**src/rtl/core/assert_macros.svh**
```systemverilog
`ifndef ASSERT_MACROS_SVH
`define ASSERT_MACROS_SVH
// implication checked on every clock edge outside reset
`define PCS_ASSERT(name, prop, msg) \
	name: assert property (@(posedge clk) disable iff (!arst_n) prop) else $error(msg);
// same, checked through reset as well
`define PCS_ASSERT_ALWAYS(name, prop, msg) \
	name: assert property (@(posedge clk) prop) else $error(msg);
`endif

```
**src/rtl/core/pcs_pkg.sv**
```systemverilog
`default_nettype none
package pcs_pkg;

	typedef struct packed {
		logic        action;
		logic [31:0] client_key;
		logic [7:0]  pulse;
		logic [31:0] sample_time;
	} item_t;

	typedef struct packed {
		logic [1:0]  status;
		logic [3:0]  slot_index;
		logic [7:0]  pulse_echo;
		logic [15:0] sample_count;
		logic [7:0]  pulse_max;
		logic [7:0]  pulse_min;
		logic [15:0] pulse_average;
		logic [3:0]  bin_index;
		logic [15:0] bin_count;
	} result_t;

	typedef struct packed {
		logic [31:0] window_start;
		logic [31:0] last_time;
		logic [15:0] count;
		logic [23:0] sum;
		logic [7:0]  max;
		logic [7:0]  min;
	} stats_t;

	typedef enum logic [3:0] {
		S_IDLE, S_KRD, S_KCMP, S_SRD, S_SCHK, S_HCLR, S_HRD, S_HWR, S_DIV, S_OUT
	} state_t;

	localparam logic [1:0] ST_WARN   = 2'd0;
	localparam logic [1:0] ST_NORMAL = 2'd1;
	localparam logic [1:0] ST_FULL   = 2'd2;

	localparam logic [1:0] CFG_LOW    = 2'd0;
	localparam logic [1:0] CFG_HIGH   = 2'd1;
	localparam logic [1:0] CFG_WINDOW = 2'd2;

	localparam logic ACT_SAMPLE = 1'b0;
	localparam logic ACT_EXIT   = 1'b1;

endpackage
`default_nettype wire

```
**src/rtl/core/pcs_ram.sv**
```systemverilog
`default_nettype none
module pcs_ram #(
	parameter int DEPTH = 10,
	parameter int WIDTH = 32,
	parameter int AW    = 4
) (
	input  wire logic             clk,
	input  wire logic             wr_en,
	input  wire logic [AW-1:0]    wr_addr,
	input  wire logic [WIDTH-1:0] wr_data,
	input  wire logic [AW-1:0]    rd_addr,
	output logic      [WIDTH-1:0] rd_data
);
	logic [WIDTH-1:0] mem [DEPTH];

	always_ff @(posedge clk) begin
		if (wr_en) begin
			mem[wr_addr] <= wr_data;
		end
		rd_data <= mem[rd_addr];
	end
endmodule
`default_nettype wire

```
**src/rtl/core/pcs_divider.sv**
```systemverilog
`default_nettype none
// restoring divider, one quotient bit per cycle
module pcs_divider (
	input  wire logic        clk,
	input  wire logic        arst_n,
	input  wire logic        start,
	input  wire logic [31:0] dividend,
	input  wire logic [15:0] divisor,
	output logic             done,
	output logic [31:0]      quotient
);
	logic [15:0] rem_q;
	logic [31:0] quo_q;
	logic [15:0] div_q;
	logic [5:0]  cnt_q;
	logic        run_q;
	logic        done_q;
	logic [16:0] remsh;
	logic        fits;

	assign remsh = {rem_q, quo_q[31]};
	assign fits  = remsh >= {1'b0, div_q};

	always_ff @(posedge clk or negedge arst_n) begin
		if (!arst_n) begin
			run_q  <= 1'b0;
			done_q <= 1'b0;
			cnt_q  <= '0;
		end else begin
			done_q <= 1'b0;
			if (start) begin
				run_q <= 1'b1;
				cnt_q <= '0;
			end else if (run_q) begin
				cnt_q <= cnt_q + 6'd1;
				if (cnt_q == 6'd31) begin
					run_q  <= 1'b0;
					done_q <= 1'b1;
				end
			end
		end
	end

	always_ff @(posedge clk) begin
		if (start) begin
			rem_q <= '0;
			quo_q <= dividend;
			div_q <= divisor;
		end else if (run_q) begin
			rem_q <= fits ? 16'(remsh - {1'b0, div_q}) : remsh[15:0];
			quo_q <= {quo_q[30:0], fits};
		end
	end

	assign done     = done_q;
	assign quotient = quo_q;
endmodule
`default_nettype wire

```
**src/rtl/core/per_client_pulse_statistics.sv**
```systemverilog
`default_nettype none
// Per-client pulse statistics.
// Input: pulse a start with the item while busy is low; the transfer happens at that edge.
// An item is either a pulse sample or a client exit, tagged with a 32-bit client key.
// A sample gives one result on the result port, marked by result_valid for a single
// cycle; an exit gives none. The receiver takes every result and cannot stall.
// Configuration: cfg_valid/cfg_ready with cfg_index (0 low limit, 1 high limit,
// 2 window length) and cfg_data; write only while busy is low.
// One item at a time. Key search walks the key memory slot by slot, a read and then
// a compare for each, and stops at a match. A sample then goes through the stats read,
// the stats check and write, a clear of the slot's BINS histogram bins when the window
// restarts or the slot is new, the histogram read and write, the bit-serial divider for
// the mean and the result state, with result_valid in the last busy cycle. A table-full
// sample gives its result right after the search. An exit ends after the search. The
// next start is taken in the cycle after busy falls.
// Reset clears slot ownership and activity flags and loads the default limits;
// the memories need no clearing pass since a slot's histogram is swept on its
// first sample.
module per_client_pulse_statistics #(
	parameter int SLOTS     = 10,
	parameter int BINS      = 10,
	parameter int BIN_WIDTH = 20
) (
	input  wire logic            clk,
	input  wire logic            arst_n,
	input  wire logic            start,
	output logic                 busy,
	input  wire pcs_pkg::item_t  item,
	output logic                 result_valid,
	output pcs_pkg::result_t     result,
	input  wire logic            cfg_valid,
	output logic                 cfg_ready,
	input  wire logic [1:0]      cfg_index,
	input  wire logic [31:0]     cfg_data
);
	import pcs_pkg::*;

	localparam int SW  = (SLOTS > 1) ? $clog2(SLOTS) : 1;
	localparam int BW  = (BINS > 1) ? $clog2(BINS) : 1;
	localparam int HD  = SLOTS * BINS;
	localparam int HAW = (HD > 1) ? $clog2(HD) : 1;
	localparam int SBW = $bits(stats_t);

	state_t state_q, state_d;

	item_t         item_q;
	logic [7:0]    low_q, high_q;
	logic [31:0]   wl_q;
	logic [SLOTS-1:0] used_q, active_q;
	logic [SW-1:0] scan_q, slot_q, free_q;
	logic          free_found_q, full_q;
	logic [HAW-1:0] base_q;
	logic [BW-1:0] hclr_q, bin_q;
	logic          fresh_q;
	logic [15:0]   count_q, bincnt_q;
	logic [23:0]   sum_q;
	logic [7:0]    max_q, min_q;

	logic [31:0]   key_rd;
	stats_t        st_rd, st_new;
	logic [15:0]   hist_rd;
	logic          key_we, st_we, hist_we;
	logic [SW-1:0] key_waddr, key_raddr;
	logic [HAW-1:0] hist_addr;
	logic [15:0]   hist_wdata;
	logic          div_start, div_done;
	logic [31:0]   quotient;

	logic          match, last_slot, free_avail, fresh;
	logic [SW-1:0] alloc_slot;
	logic [15:0]   cnt0;
	logic [23:0]   sum0;
	logic [BW-1:0] bin_calc;

	assign match      = used_q[scan_q] && (key_rd == item_q.client_key);
	assign last_slot  = scan_q == SW'(SLOTS - 1);
	assign free_avail = free_found_q || !used_q[scan_q];
	assign alloc_slot = free_found_q ? free_q : scan_q;
	assign fresh      = !active_q[slot_q]
		|| (wl_q <= 32'(st_rd.last_time - st_rd.window_start));

	// bin = min(pulse / BIN_WIDTH, BINS-1) by threshold compares
	always_comb begin
		bin_calc = '0;
		for (int b = 1; b < BINS; b++) begin
			if ({2'b0, item_q.pulse} >= 10'(b * BIN_WIDTH) || b * BIN_WIDTH > 255) begin
				if (b * BIN_WIDTH <= 255) begin
					bin_calc = BW'(b);
				end
			end
		end
	end

	always_comb begin
		cnt0   = fresh ? 16'd0 : st_rd.count;
		sum0   = fresh ? 24'd0 : st_rd.sum;
		st_new = st_rd;
		st_new.last_time = item_q.sample_time;
		if (cnt0 != 16'hFFFF) begin
			st_new.count = cnt0 + 16'd1;
			st_new.sum   = sum0 + {16'd0, item_q.pulse};
		end else begin
			st_new.count = cnt0;
			st_new.sum   = sum0;
		end
		if (fresh) begin
			st_new.window_start = item_q.sample_time;
			st_new.max = item_q.pulse;
			st_new.min = item_q.pulse;
		end else begin
			st_new.max = (item_q.pulse > st_rd.max) ? item_q.pulse : st_rd.max;
			st_new.min = (item_q.pulse < st_rd.min) ? item_q.pulse : st_rd.min;
		end
	end

	// next state
	always_comb begin
		state_d = state_q;
		unique case (state_q)
			S_IDLE: if (start) state_d = S_KRD;
			S_KRD:  state_d = S_KCMP;
			S_KCMP: begin
				if (match) begin
					state_d = (item_q.action == ACT_EXIT) ? S_IDLE : S_SRD;
				end else if (last_slot) begin
					if (item_q.action == ACT_EXIT) state_d = S_IDLE;
					else state_d = free_avail ? S_SRD : S_OUT;
				end else begin
					state_d = S_KRD;
				end
			end
			S_SRD:  state_d = S_SCHK;
			S_SCHK: state_d = fresh ? S_HCLR : S_HRD;
			S_HCLR: if (hclr_q == BW'(BINS - 1)) state_d = S_HRD;
			S_HRD:  state_d = S_HWR;
			S_HWR:  state_d = S_DIV;
			S_DIV:  if (div_done) state_d = S_OUT;
			S_OUT:  state_d = S_IDLE;
			default: state_d = S_IDLE;
		endcase
	end

	// outputs and memory controls
	always_comb begin
		busy       = state_q != S_IDLE;
		key_raddr  = scan_q;
		key_we     = 1'b0;
		key_waddr  = alloc_slot;
		st_we      = 1'b0;
		hist_we    = 1'b0;
		hist_addr  = HAW'(base_q + HAW'(bin_q));
		hist_wdata = (hist_rd == 16'hFFFF) ? hist_rd : hist_rd + 16'd1;
		div_start  = 1'b0;
		unique case (state_q)
			S_KCMP: key_we = !match && last_slot && item_q.action == ACT_SAMPLE && free_avail;
			S_SCHK: st_we = 1'b1;
			S_HCLR: begin
				hist_we    = 1'b1;
				hist_addr  = HAW'(base_q + HAW'(hclr_q));
				hist_wdata = '0;
			end
			S_HWR: begin
				hist_we   = 1'b1;
				div_start = 1'b1;
			end
			default: ;
		endcase
	end

	always_ff @(posedge clk or negedge arst_n) begin
		if (!arst_n) begin
			state_q  <= S_IDLE;
			used_q   <= '0;
			active_q <= '0;
			low_q    <= 8'd50;
			high_q   <= 8'd120;
			wl_q     <= 32'd60;
		end else begin
			state_q <= state_d;
			if (cfg_valid) begin
				unique case (cfg_index)
					CFG_LOW:    low_q  <= cfg_data[7:0];
					CFG_HIGH:   high_q <= cfg_data[7:0];
					CFG_WINDOW: wl_q   <= cfg_data;
					default: ;
				endcase
			end
			if (state_q == S_KCMP && match && item_q.action == ACT_EXIT) begin
				used_q[scan_q]   <= 1'b0;
				active_q[scan_q] <= 1'b0;
			end
			if (key_we) begin
				used_q[alloc_slot] <= 1'b1;
			end
			if (st_we) begin
				active_q[slot_q] <= 1'b1;
			end
		end
	end

	always_ff @(posedge clk) begin
		unique case (state_q)
			S_IDLE: begin
				item_q       <= item;
				scan_q       <= '0;
				free_found_q <= 1'b0;
				full_q       <= 1'b0;
			end
			S_KCMP: begin
				if (!used_q[scan_q] && !free_found_q) begin
					free_found_q <= 1'b1;
					free_q       <= scan_q;
				end
				if (match) begin
					slot_q <= scan_q;
				end else if (last_slot) begin
					slot_q <= alloc_slot;
					full_q <= !free_avail;
				end else begin
					scan_q <= scan_q + SW'(1);
				end
			end
			S_SRD: begin
				base_q <= HAW'(HAW'(slot_q) * HAW'(BINS));
				bin_q  <= bin_calc;
				hclr_q <= '0;
			end
			S_SCHK: begin
				fresh_q <= fresh;
				count_q <= st_new.count;
				sum_q   <= st_new.sum;
				max_q   <= st_new.max;
				min_q   <= st_new.min;
			end
			S_HCLR: hclr_q <= hclr_q + BW'(1);
			S_HWR:  bincnt_q <= hist_wdata;
			default: ;
		endcase
	end

	pcs_ram #(.DEPTH(SLOTS), .WIDTH(32), .AW(SW)) u_key_mem (
		.clk(clk), .wr_en(key_we), .wr_addr(key_waddr), .wr_data(item_q.client_key),
		.rd_addr(key_raddr), .rd_data(key_rd)
	);

	pcs_ram #(.DEPTH(SLOTS), .WIDTH(SBW), .AW(SW)) u_stats_mem (
		.clk(clk), .wr_en(st_we), .wr_addr(slot_q), .wr_data(st_new),
		.rd_addr(slot_q), .rd_data(st_rd)
	);

	pcs_ram #(.DEPTH(HD), .WIDTH(16), .AW(HAW)) u_hist_mem (
		.clk(clk), .wr_en(hist_we), .wr_addr(hist_addr), .wr_data(hist_wdata),
		.rd_addr(hist_addr), .rd_data(hist_rd)
	);

	pcs_divider u_div (
		.clk(clk), .arst_n(arst_n), .start(div_start),
		.dividend({sum_q, 8'd0}), .divisor(count_q),
		.done(div_done), .quotient(quotient)
	);

	always_comb begin
		result_valid = state_q == S_OUT;
		result       = '0;
		result.pulse_echo = item_q.pulse;
		if (full_q) begin
			result.status = ST_FULL;
		end else begin
			result.status = (item_q.pulse >= low_q && item_q.pulse < high_q) ? ST_NORMAL
				: ST_WARN;
			result.slot_index    = 4'(slot_q);
			result.sample_count  = count_q;
			result.pulse_max     = max_q;
			result.pulse_min     = min_q;
			result.pulse_average = (quotient > 32'hFFFF) ? 16'hFFFF : quotient[15:0];
			result.bin_index     = 4'(bin_q);
			result.bin_count     = bincnt_q;
		end
	end

	assign cfg_ready = 1'b1;

	`include "assert_macros.svh"

	`PCS_ASSERT(a_result_busy, result_valid |-> busy, "result outside an item")
	`PCS_ASSERT(a_result_ends, result_valid |=> !busy, "result not last step of item")
	`PCS_ASSERT(a_start_busy, (start && !busy) |=> busy, "accepted item not started")
	`PCS_ASSERT(a_count_nonzero,
		(result_valid && result.status != ST_FULL) |-> result.sample_count != 16'd0,
		"sample result with zero count")
	`PCS_ASSERT_ALWAYS(a_fresh_clear, (state_q == S_HRD && $past(state_q) == S_SCHK) |-> !fresh_q,
		"histogram not cleared on fresh window")

endmodule
`default_nettype wire

```
**config.mk**
```make
export PLATFORM = sky130hd
export DESIGN_NAME = per_client_pulse_statistics
export DESIGN_NICKNAME = d
export VERILOG_FILES = /design/src/rtl/core/pcs_pkg.sv /design/src/rtl/core/pcs_ram.sv /design/src/rtl/core/pcs_divider.sv /design/src/rtl/core/per_client_pulse_statistics.sv
export VERILOG_INCLUDE_DIRS = /design/src /design/src/rtl/core
export SDC_FILE = /design/constraint.sdc
export NUM_CORES = 2
export LEC_CHECK = 0
export BUFFER_PORTS_ARGS = -buffer_cell sky130_fd_sc_hd__clkbuf_2
export CAP_MARGIN = 5
export CORE_ASPECT_RATIO = 1.2
export CORE_UTILIZATION = 60
export DETAILED_ROUTE_END_ITERATION = 10
export PLACE_DENSITY = 0.72
export RECOVER_POWER = 25
export SLEW_MARGIN = 20
export SYNTH_ARGS = -nofsm -noshare
export SYNTH_HDL_FRONTEND = slang
export SYNTH_HIERARCHICAL = 1
export SYNTH_SLANG_ARGS = --single-unit
```
**constraint.sdc**
```tcl
create_clock -name clk -period 12.5 [get_ports clk]
set_input_delay 3.75 -clock clk [delete_from_list [all_inputs] [get_ports clk]]
set_output_delay 3.75 -clock clk [all_outputs]
set_load 0.005 [all_outputs]
```
* Yosys cells after proc, flatten, opt, wreduce, memory -nomap -nowiden
Memory sizes are Yosys's and may differ from the RTL's. A register that Yosys moved wholly into a read port is not among the register bits.
Cells that the tools add are included.
** Word-level totals
- Flip-flop bits (word level) :: 317
- Bits in writable memories :: 3120
- Bits of input ports :: 111
- Output and inout bits :: 85
- Word-level logic and storage cells :: 213
- Memories :: 3
** Operators by class
- Add/subtract/negate cells :: 10
- Multipliers :: 1
- Magnitude comparators :: 22
- Equality and inequality tests :: 24
- Multiplexer cells :: 80
- Bitwise operators :: 6
- Reductions and logical operators :: 36
** Memory list
- u_hist_mem.mem :: words 100, bits a word 16, rd ports 1, clocked after Yosys merged registers in 1, wr ports 1, line pcs_ram.sv:14 : logic [WIDTH-1:0] mem [DEPTH];
- u_stats_mem.mem :: words 10, bits a word 120, rd ports 1, clocked after Yosys merged registers in 1, wr ports 1, line pcs_ram.sv:14
- u_key_mem.mem :: words 10, bits a word 32, rd ports 1, clocked after Yosys merged registers in 1, wr ports 1, line pcs_ram.sv:14
** Operator list (count)
- 2-to-1 mux 16 bit :: 6
- 2-to-1 mux 32 bit :: 3
- 2-to-1 mux 68 bit :: 1
- 2-to-1 mux 4 bit :: 13
- 2-to-1 mux 10 bit :: 4
- 2-to-1 mux 40 bit :: 1
- one-hot mux 4 bit (9 select lines) :: 1
- adder 16 x 1 -> 16 bit (second input constant) :: 2
- equality test 32 bit :: 1
- > comparator 32 x 16 -> 1 bit (second input constant) :: 1
- <= comparator 32 bit :: 1
- subtractor 32 bit :: 1
- 2-to-1 mux 1 bit :: 27
- adder 24 x 8 -> 24 bit :: 1
- greater-or-equal comparator 8 x 7 -> 1 bit (second input constant) :: 3
- greater-or-equal comparator 8 bit (second input constant) :: 3
- 2-to-1 mux 24 bit :: 1
- bitwise AND 10 bit :: 2
- OR 10 bit :: 2
- greater-or-equal comparator 17 x 16 -> 1 bit :: 1
- equality test 16 bit (second input constant) :: 1
- equality test 4 x 3 -> 1 bit (second input constant) :: 4
- equality test 4 bit (second input constant) :: 4
- greater-or-equal comparator 8 x 6 -> 1 bit (second input constant) :: 2
- 40 further kinds :: 93

* Logic depth before layout (Yosys ltp)
- Word-level depth :: 10
- Gate-level depth with buffers :: 33
- Gate-level depth less buffers :: 31

* By module
The synthesis kept the hierarchy.
** By module, submodules not included
- pcs_ram (u_hist_mem) :: instances 1, cells each 2669, area an instance 61833.1 um^2, sequential area each 48366.4 um^2
- pcs_ram (u_stats_mem) :: instances 1, cells each 2566, area an instance 49839.0 um^2, sequential area each 38436.9 um^2
- per_client_pulse_statistics :: instances 1, cells each 1436, area an instance 15272.1 um^2, sequential area each 7010.5 um^2
- pcs_ram (u_key_mem) :: instances 1, cells each 698, area an instance 13290.2 um^2, sequential area each 10249.8 um^2
- pcs_divider :: instances 1, cells each 329, area an instance 3777.4 um^2, sequential area each 1961.9 um^2

* Worst setup path after synthesis
OpenSTA, ideal clock, no wires.
- Path kind :: register -> register
- Start point :: reg state_q[2]
- End point :: mem u_stats_mem/mem[0][0] in the netlist's numbering, enable pin
- Setup time :: 746 ps
- Arrival :: 10784 ps
- Required time :: 11754 ps
- Slack :: 971 ps
- Cell stages (with the launch flop) :: 7
- Buffers on the path :: 1
- Period minus slack after synthesis :: 11529 ps
- Path through :: dfrtp_1 > clkbuf_1 > nor2b_1 > nand2_1 > inv_1 > or3b_2 > nor3_1
** On the way
- Longest elaborated chain between the ends :: 4
** Ends and longest elaborated chain
- start: declaration :: line per_client_pulse_statistics.sv:44 : state_t state_q, state_d;
- start signal: assignment :: line per_client_pulse_statistics.sv:179 : state_q <= state_d;
- equality test 4 x 3 -> 1 bit :: line per_client_pulse_statistics.sv:154 : unique case (state_q)
- 2-to-1 mux 1 bit :: line per_client_pulse_statistics.sv:154
- via st_we :: line per_client_pulse_statistics.sv:62 : logic key_we, st_we, hist_we;
- 2-to-1 mux 1 bit :: line pcs_ram.sv:17 : if (wr_en) begin
- 2-to-1 mux 1 bit (implied by the code) :: line pcs_ram.sv:18 : mem[wr_addr] <= wr_data;
- end: declaration :: line pcs_ram.sv:14
The timed path passes the listed nets, and every way through them passes these cells.

==> results_dict.tcl <==
set metrics [dict create \
    start_util_pct 60.5 \
    die_y_um 539 \
    dr.pass1.iters 7 \
    postCtsSetupBuffers 0 \
    coreArea_um2 238000 \
    critPathArrivalTime_ps 10530 \
    wl_per_cell_um 28.8 \
    cts_buffer_depth 4 \
    multi_input_area_um2 35300 \
    antenna_found_initial 6 \
    crit_start "slot_q[0]$_DFFE_PP_" \
    dieArea_um2 242000 \
    hp-class "reg -> reg" \
    r2r_slack_ps 2660 \
    holdBufCountCts 0 \
    grt_setup_unrepaired "no" \
    numCtsBuffers 345 \
    hold_viol_final 0 \
    critPathMaxFanout 140 \
    synth_top_area_cell "edfxtp_1" \
    drt_iter0_drc 6542 \
    htree_levels 5 \
    setup_viol 0 \
    track_usage_pct 27.2 \
    synth_area_per_cell_um2 18.7 \
    synth.most_common_cell "edfxtp_1" \
    synth-edff-count 3341 \
    drive_above_1_share_pct 25.1 \
    grt_max_degree 167 \
    r2r_cells 5 \
    num_rows 196 \
    relSlewSlack_pct -409 \
    critical_path.endpoint "u_stats_mem/rd_data[88]$_DFF_P_" \
    post_cts_resize_count 0 \
    cts_sinks 3605 \
    worst_clock_skew_ps 38.5 \
    status "finished, violations left" \
    vias_per_cell 6.36 \
    dp_hpwl_mm 188 \
    drv_cap 23 \
    gr-total-overflow 0 \
    synthTopCellsByArea "edfxtp_1 (70%), mux4_2 (6.9%), mux2_2 (4.5%), dfxtp_1 (2.6%), mux2i_1 (2.5%)" \
    startpoint_type "flop" \
    path_class "reg -> reg" \
    leakage_uw 0.0535 \
    die_w_um 449 \
    fin_area_um2 160000 \
    required_ps 13190 \
    num_io_pins 196 \
    grt_pass1_vias 74500 \
    slowest_stage "clkdlybuf4s25_1" \
    place_ws_ps 4660 \
    power_density_nw_per_um2 221 \
    layout_setup_ws_ps 2660 \
    max_freq_ghz 0.102 \
    synthTopCellsByCount "edfxtp_1 (3341), mux2_2 (575), mux4_2 (442)" \
    portBuffers 194 \
    ant_nets 0 \
    cts_tree "yes" \
    period_share_pct 78.7 \
    r2r_start "slot_q[0]$_DFFE_PP_" \
    placed_cell_area_um2 149000 \
    fin_tns_setup_ps 0 \
    ys.flop_type "edfxtp_1" \
    utilization_pct 67.0 \
    clk_pin_slew_ps 60 \
    clock_latency_ps 890 \
    yosysSeqAreaShare_pct 73.6 \
    async_flop_share_pct 2.22 \
    cts_root_buf "clkbuf_16" \
    ys_ff_latch 3605 \
    area_delta_synth_final_pct 10.8 \
    whs_ps 458 \
    final_nets 8312 \
    wirelength_mm 332 \
    final_max_slew_viol_count 1187 \
    synth_top_area_share_pct 69.7 \
    via_count 73200 \
    fillers 15300 \
    worst_pin_slew_ps 7640 \
    synth_cells 7698 \
    violations "capacitance limit, slew limit" \
    setup.worst_path.end_class "flop" \
    grt_pass1_wl_mm 488 \
    crit_chain "clkbuf_1 > clkdlybuf4s25_1 > mux2_2 > o22ai_1 > o31ai_1" \
    max-vdd-ir-drop_mv 0.272 \
    critPathMaxStageDelay_ps 5550 \
    synthDistinctLibCells 99 \
    min_period_ps 9840 \
    syn_area_um2 144000 \
    finalWeightedCongestion 0.889 \
    reg2reg_to "u_stats_mem/rd_data[88]$_DFF_P_" \
    ys_warn_count 6 \
    drc_errors 0 \
    seq_area_um2 106000 \
]
==> area by class of cell <==
class	count	area share, %
diodes	7	0.0110
clock buffers	467	6.06
clock inverters	159	0.960
inverters	115	0.273
multi-input cells	3590	22.1
flip-flops and latches	3605	66.4
well taps	3168	2.48
repair buffers	407	1.66
==> power breakdown <==
| group | total, µW | internal [µW] | switching, µW |
|---|---|---|---|
| Sequential | 16000 | 15600 | 492 |
| Clock | 10300 | 5940 | 4370 |
| Combinational | 8890 | 3040 | 5860 |
| Total | 35200 | 24500 | 10700 |
==> routing by layer <==
layer	GRT usage, %	routed length [µm]	vias to the layer above
met2	46.9	171000	2812
li1	-	-	31500
met5	0	0	-
met4	10.7	14100	0
met3	3.55	21300	641
met1	35.3	126000	38300
==> through the flow <==
stage / power, µW / std cells
final: 35200 / 11500
after global routing: 36400 / 11500
after CTS: 35400 / 11500
after detailed placement: 25100 / 10900
after global placement: 24900 / 10900
after floorplan: 21900 / 7705
==> registers in the layout, indices dropped and copies added, names as in the netlist, 24 cells and up <==
register / cells
sum_q: 24
u_stats_mem/rd_data: 120
u_stats_mem/mem: 1200
u_key_mem/rd_data: 32
u_hist_mem/mem: 1600
wl_q: 32
item_q: 65
u_key_mem/mem: 320
u_div/quotient: 32
==> cells by family after synthesis <==
family | after synthesis | share of synthesized area [%]
muxes | 1382 | 14.0
AOI/OAI and AO/OA | 926 | 5.12
other | 2 | 0.00521
adders and majority gates | 137 | 1.22
buffers and inverters | 510 | 2.02
xor gates and xnor gates | 127 | 0.772
and+or+nand+nor | 1009 | 3.29
DFF | 3605 | 73.6
==> how the worst min path moves through the flow <==
stage,start,to,depth (start not counted)
final,count_q[11]$_DFFE_PP_,u_div/div_q[11]$_DFFE_PP_,0
after global placement,count_q[0]$_DFFE_PP_,u_div/div_q[0]$_DFFE_PP_,0
after detailed placement,count_q[11]$_DFFE_PP_,u_div/div_q[11]$_DFFE_PP_,0
after floorplan,count_q[0]$_DFFE_PP_,u_div/div_q[0]$_DFFE_PP_,0
after CTS,count_q[11]$_DFFE_PP_,u_div/div_q[11]$_DFFE_PP_,0
after global routing,count_q[11]$_DFFE_PP_,u_div/div_q[11]$_DFFE_PP_,0
==> critical path, delay by kind of cell, from the launching register on <==
kind | cells | cell delay [ps]
buffers and inverters | 2 | 7420
DFF | 1 | 320
AOI/OAI and AO/OA | 2 | 750
muxes | 1 | 890
==> placed cells by master (no fill, tap or decap), types with 31 or more instances in the layout <==
cell,instances
clkinv_2,51
clkinv_1,53
mux2_2,573
xnor2_1,45
a21oi_1,100
nand3_1,51
mux4_2,442
clkbuf_2,168
nand2b_1,31
mux2i_1,358
a22o_1,157
o31ai_1,47
o31ai_2,111
o21ai_0,77
dfxtp_1,184
ha_1,131
xor2_1,78
dfrtp_1,69
clkbuf_1,122
nor3_1,38
nand2_1,331
clkbuf_16,352
nor2_1,248
inv_1,110
nor2b_1,102
a21o_1,36
buf_4,173
o22ai_1,175
a211oi_1,58
clkbuf_8,43
edfxtp_1,3341
No activity file was read; power rests on OpenSTA's default activity.
